`config.mk`:
```
export PLATFORM = sky130hd
export DESIGN_NAME = velint_queue
export DESIGN_NICKNAME = d
export VERILOG_FILES = /design/src/rtl/velint_pkg.sv /design/src/rtl/velint_queue.sv
export SDC_FILE = /design/constraint.sdc
export NUM_CORES = 1
export LEC_CHECK = 0
export BUFFER_PORTS_ARGS = -buffer_cell sky130_fd_sc_hd__buf_2
export CORE_MARGIN = 2
export CORE_UTILIZATION = 47
export CTS_CLUSTER_DIAMETER = 150
export DETAILED_ROUTE_END_ITERATION = 16
export HOLD_SLACK_MARGIN = 0.08
export PLACE_DENSITY_LB_ADDON = 0.1
export RECOVER_POWER = 25
export SYNTH_ARGS = -nofsm -noshare
export SYNTH_HDL_FRONTEND = slang
export SYNTH_SLANG_ARGS = --single-unit
```
`constraint.sdc`:
```
create_clock -name clk -period 4.3 [get_ports clk]
set_input_delay 0.215 -clock clk [delete_from_list [all_inputs] [get_ports clk]]
set_output_delay 0.215 -clock clk [all_outputs]
set_load 0.05 [all_outputs]
```
`src/rtl/velint_pkg.sv`:
```
`timescale 1ns / 1ps
// Shared types and constants of the 2D velocity integrator.
// No dependencies; the front, queue, back end, top level and checker import this package.
package velint_pkg;

	localparam int DATA_W    = 32;
	localparam int DT_BITS   = 16;
	localparam int CFG_IDX_W = 3;

	localparam logic [CFG_IDX_W-1:0] REG_MASS           = 3'd0;
	localparam logic [CFG_IDX_W-1:0] REG_GRAVITY_ENABLE = 3'd1;
	localparam logic [CFG_IDX_W-1:0] REG_GRAVITY        = 3'd2;
	localparam logic [CFG_IDX_W-1:0] REG_FRICTION_COEFF = 3'd3;
	localparam logic [CFG_IDX_W-1:0] REG_MAX_SPEED      = 3'd4;

	typedef struct packed {
		logic signed [31:0] force_x;
		logic signed [31:0] force_y;
		logic [15:0]        delta_time;
	} in_item_t;

	typedef struct packed {
		logic signed [31:0] velocity_x;
		logic signed [31:0] velocity_y;
		logic signed [31:0] accel_x;
		logic signed [31:0] accel_y;
	} out_item_t;

	typedef struct packed {
		logic [30:0]        mass;
		logic               gravity_enable;
		logic signed [31:0] gravity;
		logic [30:0]        friction_coeff;
		logic [30:0]        max_speed;
	} cfg_t;

	// Classified step waiting for the back end.
	typedef struct packed {
		logic        force_nz;
		logic        neg_x;
		logic        neg_y;
		logic [31:0] mag_x;
		logic [31:0] mag_y;
		logic [15:0] delta_time;
	} q_entry_t;

	typedef enum logic [4:0] {
		S_IDLE,
		S_ACC_DIV,
		S_ACC_MX,
		S_ACC_MY,
		S_ACC_AY,
		S_GRAV_MUL,
		S_GRAV_SAT,
		S_GRAV_DT,
		S_GRAV_ADD,
		S_MAG_X,
		S_MAG_Y,
		S_MAG_SUM,
		S_SQRT,
		S_SIZE,
		S_SCL_X,
		S_SCL_Y,
		S_SCL_GO,
		S_SCL_DIV,
		S_OUT
	} back_state_t;

endpackage

```
`src/rtl/velint_queue.sv`:
```
`timescale 1ns / 1ps
// Two-entry queue between front and back end.
// Depends on velint_pkg.
module velint_queue
	import velint_pkg::*;
(
	input  logic     clk,
	input  logic     arst_n,
	input  logic     push,
	input  q_entry_t push_entry,
	output logic     full,
	input  logic     pop,
	output logic     valid,
	output q_entry_t head
);

	q_entry_t    mem_q [2];
	logic        wptr_q;
	logic        rptr_q;
	logic [1:0]  count_q;

	assign full  = (count_q == 2'd2);
	assign valid = (count_q != 2'd0);
	assign head  = mem_q[rptr_q];

	always_ff @(posedge clk or negedge arst_n) begin
		if (!arst_n) begin
			wptr_q  <= 1'b0;
			rptr_q  <= 1'b0;
			count_q <= 2'd0;
		end else begin
			if (push) wptr_q <= ~wptr_q;
			if (pop)  rptr_q <= ~rptr_q;
			if (push && !pop)      count_q <= count_q + 2'd1;
			else if (pop && !push) count_q <= count_q - 2'd1;
		end
	end

	always_ff @(posedge clk) begin
		if (push) mem_q[wptr_q] <= push_entry;
	end

endmodule

```
==> results_dict.tcl, run 1 <==
set metrics [dict create \
    status "finished, final reports clean" \
    wire_per_inst_um 15.46 \
    drt_pass1_iterations 4 \
    fmax_ghz 0.3806 \
    dieArea_sq_mm 0.01462 \
    clockBufferDepth 2 \
    ctsHoldBuffers 86 \
    area_growth_pct 38.73 \
    p_leak_uw 0.003521 \
    cts_post_setup_buffers_inserted 0 \
    fp.coreArea_sq_mm 0.01330 \
    report.final.slew_viol_count 0 \
    tritoncts "done" \
    clk_pin_slew_ps 60 \
    drtAntennaViolNets 0 \
    crit_arrival_ps 2410 \
    min_period_over_period_pct 61.10 \
    synth_fp_nets 362 \
    io_pins 172 \
    multiInputGateArea_sq_mm 0.001255 \
    wirelength_um 11350 \
    period_needed_ps 2627 \
    hold_viol 0 \
    cp_max_fo 39 \
    grt_usage_pct 16.22 \
    grt_pass1_vias 3705 \
    grt_max_degree 60 \
    worst_setup_path_start_kind "register" \
    min_path_type "in -> async" \
    rsz0062_at_grt "false" \
    vdd_drop_max_v 0.0003880 \
    required_ps 4090 \
    synth-seq-area-share_pct 79.17 \
    numPortBuffers 171 \
    grt_overflow 0 \
    clock_latency_ps 410 \
    num-fill-cells 926 \
    cts_resized 0 \
    synth_area_sq_mm 0.006422 \
    via_count 3433 \
    start_util_pct 48.31 \
    final_util_pct 67.01 \
    path_class "reg -> out" \
    antenna_found_initial 0 \
    syn_inst 274 \
    cts.htree.levels 4 \
    endpoint_kind "primary output" \
    yosys_warnings 0 \
    grt_pass1_wl_um 17450 \
    fin_nets 633 \
    synth_area_per_cell_sq_um 23.44 \
    synth_seq_cells 170 \
    cts_made_buffers 17 \
    avgViaCountPerCell 4.677 \
    max_slew_margin_pct 21.22 \
    cts_sinks 170 \
    seq_area_sq_mm 0.005089 \
    place.gp.congestion 0.6697 \
    place_area_sq_mm 0.007466 \
    worst_clock_skew_ps 6.677 \
    design_area_sq_mm 0.008910 \
    yosysUniqueCellTypes 14 \
    worst-slew-pin-transition_ps 1179 \
    final_layout_size_suffix_gt1_share_pct 46.59 \
    cts_root_buf "clkbuf_16" \
    dp_hpwl_um 6823 \
    route.detailed.drc 0 \
    dieWidth_um 120.9 \
    insertedDiodeCount 0 \
    fp.dieH_um 120.9 \
    setup_viol 0 \
    drt_iter0_drc 117 \
    drv_cap 0 \
    p_per_area_mw_per_mm2 735.9 \
    setup_tns_ps 0 \
    rows 42 \
]
sequential cells by signal, summed over array words and instances (netlist names):
| signal | count |
|---|---|
| count_q | 2 |
| mem_q | 166 |
| wptr_q | 1 |
| rptr_q | 1 |
Yosys cell counts, drive strengths merged:
master	number	area [sq um]
nor2b	2	12.51
xnor2	1	8.760
xor2	4	35.03
inv	1	3.750
and2	1	6.260
dfrtp	4	100.1
nor2	1	3.750
mux2	83	1160
ha	1	12.51
buf	9	88.84
or2	1	6.260
edfxtp	166	4985
stage by stage:
| step | power, uW | setup WS [ps] | hold WS, ps | instances |
|---|---|---|---|---|
| CTS | 6630 | 1605 | 115.2 | 734 |
| detailed placement | 4983 | 2074 | 25.23 | 616 |
| floorplan | 4529 | 1299 | -80.59 | 274 |
| finish | 6557 | 1673 | 180.1 | 734 |
| global route | 6807 | 1544 | 197.2 | 734 |
| global placement | 4963 | 2081 | 22.04 | 616 |
placed cells by master (no fill, tap or decap), types with 3 or more instances in the layout:
master           n
clkbuf_16       17
xor2_1           4
clkbuf_1        32
clkinv_2         3
bufinv_16        5
dlygate4sd3_1   86
edfxtp_1       166
buf_4            3
dfrtp_1          3
mux2_4          60
buf_2          142
mux2_2          23
per-layer routing:
metal	share of wire, %	GRT usage (%)	vias up
li1	-	-	1626
met5	0	0	-
met1	40	17.95	1682
met3	6.9	6.203	14
met2	51	27.63	111
met4	1.8	7.413	0
worst max-delay path: stages, from the launching register on:
cell     delay [ps]
dfrtp_4         840
buf_4           540
mux2_2          390
buf_2           210
kinds of logic (layout without fill, tap and decap cells):
kind of cell,count (synthesis),count (layout),synth area share (%)
fa+ha+maj,1,1,0.1948
simple gates,5,5,0.4481
flops,170,170,79.17
xor+xnor,5,5,0.6818
buf+inv,10,294,1.442
mux,83,83,18.06
path summary, 6_finish.rpt:
path                                        start                     end  slack [ps]  cells past startpoint
max in group asynchronous                  arst_n      rptr_q$_DFFE_PN0P_        3910                      2
max reg2reg                    wptr_q$_DFFE_PN0P_  mem_q[0][22]$_DFFE_PP_        2240                      2
min in group clk           count_q[1]$_DFFE_PN0P_  count_q[1]$_DFFE_PN0P_         510                      1
max                            rptr_q$_DFFE_PN0P_                head[68]        1670                      3
min reg2reg                count_q[1]$_DFFE_PN0P_  count_q[1]$_DFFE_PN0P_         510                      1
min                                        arst_n  count_q[1]$_DFFE_PN0P_         180                      2
final cells by class:
cell class                      count  share of cell area, %
Timing Repair Buffer              261                  19.37
Multi-Input combinational cell     94                  14.09
Clock buffer                       22                  4.985
Tap cell                          176                  2.472
Sequential cell                   170                  57.11
Inverter                            1                0.04213
Clock inverter                     10                  1.938
power breakdown:
| part | total, uW | internal, uW | switching [uW] |
|---|---|---|---|
| combinational | 2610 | 846 | 1760 |
| clock | 1580 | 1020 | 555 |
| sequential | 2370 | 2200 | 165 |
| total | 6560 | 4070 | 2480 |
No activity file was read; power rests on OpenSTA's default activity.
==> run 2: changes to the inputs <==
==> constraint.sdc (replaced) <==
create_clock -name clk -period 2.3 [get_ports clk]
set_input_delay 0.115 -clock clk [delete_from_list [all_inputs] [get_ports clk]]
set_output_delay 0.115 -clock clk [all_outputs]
set_load 0.05 [all_outputs]
==> run 2 against run 1 <==
Compared with the run above:
- critical path depth is the same
- core utilization down 0.54 points
- largest power group unchanged
- critical path type unchanged
- register-to-register slack worse by 1400 ps
- sequential power up 81%
- sequential cell count stayed put
- sequential share of layout area up 0.46 points
- setup slack worse by 1400 ps
- clock skew down 1.4 ps
- via count grew 0.67%
- global-route usage grew 0.43 points
- highest routed layer unchanged
- wire length increased by 2.5%
==> results_dict.tcl, run 2 (synthesized netlist as in run 1, its figures left out) <==
set metrics [dict create \
    cpPeakStageDelay_ps 460 \
    cts.htree.levels 4 \
    min_path_type "in -> reg" \
    largestRegisters "mem_q: 166 flops, count_q: 2 flops" \
    dieWidth_um 120.9 \
    vdd_drop_max_v 0.0009389 \
    grt_usage_pct 16.65 \
    cts_sinks 170 \
    grt_max_degree 56 \
    max_slew_margin_pct 55.85 \
    avgViaCountPerCell 4.696 \
    place_ws_ps 683.5 \
    area_growth_pct 37.62 \
    dieArea_sq_mm 0.01462 \
    worst_clock_skew_ps 5.299 \
    rr_worst_depth 2 \
    crit_arrival_ps 1930 \
    period_needed_ps 2048 \
    final_layout_size_suffix_gt1_share_pct 45.00 \
    fp.dieH_um 120.9 \
    max_flop_register "mem_q" \
    clockBufferDepth 2 \
    grt_pass1_vias 3715 \
    fin_nets 637 \
    clk_pin_slew_ps 60 \
    p_leak_uw 0.003465 \
    worst_path_max_delay_cell "buf_4" \
    hold_viol 0 \
    drt_pass1_iterations 4 \
    rsz0062_at_grt "false" \
    p_per_area_mw_per_mm2 1343 \
    drv_cap 0 \
    worst_setup_path_start_kind "register" \
    antenna_found_initial 0 \
    clock_latency_ps 410 \
    insertedDiodeCount 0 \
    start_util_pct 48.31 \
    num-fill-cells 942 \
    io_pins 172 \
    endpoint_kind "primary output" \
    rows 42 \
    final_util_pct 66.48 \
    place.gp.congestion 0.7300 \
    drtAntennaViolNets 0 \
    wirelength_um 11630 \
    hold_depth 2 \
    finalPower_uw 11870 \
    cts_post_setup_buffers_inserted 0 \
    setup_viol 0 \
    fp.coreArea_sq_mm 0.01330 \
    mostFrequentLayoutCells "edfxtp_1 (166), buf_2 (132), dlygate4sd3_1 (87)" \
    fmax_ghz 0.4882 \
    cp.depth 3 \
    worst-slew-pin-transition_ps 662.3 \
    route.detailed.drc 0 \
    via_count 3456 \
    tritoncts "done" \
    wire_per_inst_um 15.80 \
    crit_chain "buf_4, mux2_2, buf_2" \
    drt_iter0_drc 171 \
    report.final.slew_viol_count 0 \
    dp_hpwl_um 7016 \
    cts_made_buffers 17 \
    status "finished, final reports clean" \
    cp_top_family "buffers and inverters" \
    layout_setup_ws_ps 251.9 \
    grt_pass1_wl_um 18110 \
    cp.buffers_inverters 2 \
    min_period_over_period_pct 89.05 \
    final_common_cell "edfxtp_1" \
    required_ps 2180 \
    numPortBuffers 171 \
    path_class "reg -> out" \
    worst_hold_slack_ps 417.7 \
    grt_overflow 0 \
    largest_register_ffs 166 \
    cp_max_fo 29 \
    cts_root_buf "clkbuf_16" \
    setup_tns_ps 0 \
]
run 2: cell types whose count changed in the layout (fill, tap and decap cells not counted), sizes merged:
cell,before,now
clkinvlp,0,2
buf,146,139
clkbuf,51,57
clkinv,5,9
bufinv,5,1
dlygate4sd3,86,87
run 2: layout make-up:
| class | count | area, sq um | share of cell area [%] |
|---|---|---|---|
| multi-input cells | 94 | 1255 | 14.20 |
| clock inverters | 12 | 85.08 | 0.9626 |
| repair buffers | 265 | 1757 | 19.88 |
| inverters | 1 | 3.754 | 0.04247 |
| well taps | 176 | 220.2 | 2.492 |
| flip-flops and latches | 170 | 5089 | 57.57 |
| clock buffers | 18 | 429.2 | 4.856 |
run 2: repair_timing:
action	4_1_cts	5_1_grt
hold buffers	87	0
resized for setup	0	0
endpoints found under the hold margin	172	0
run 2: power by group:
part	internal (uW)	switching [uW]	total (uW)
clock	1450	1050	2500
combinational	1620	3470	5090
sequential	4120	158	4280
run 2: metal layers:
layer / global-route usage, % / vias up / wire (um)
li1: - / 1628 / -
met1: 18.86 / 1694 / 4615
met2: 28.93 / 117 / 6099
met3: 5.263 / 17 / 705
met4: 7.122 / 0 / 206
met5: 0 / - / 0
run 2: worst reg2reg max path, stage by stage, from the launching register on:
cell and delay, ps:
dfrtp_1 420, nor2b_4 130, buf_4 540
run 2: final timing paths:
path	start	endpoint	slack, ps
setup / recovery	rptr_q$_DFFE_PN0P_	head[82]	250
hold / removal	push_entry[9]	mem_q[0][9]$_DFFE_PP_	420
setup reg to reg	wptr_q$_DFFE_PN0P_	mem_q[0][22]$_DFFE_PP_	810
hold reg to reg	count_q[1]$_DFFE_PN0P_	count_q[1]$_DFFE_PN0P_	510
max in group asynchronous	arst_n	rptr_q$_DFFE_PN0P_	1490
min in group asynchronous	arst_n	count_q[0]$_DFFE_PN0P_	610
run 2: through the flow:
step                      area (sq um)  cells
final                             8838    736
after global routing              8838    736
after CTS                         8886    736
after detailed placement          7501    619
after global placement            7501    619
after floorplan                   6431    274
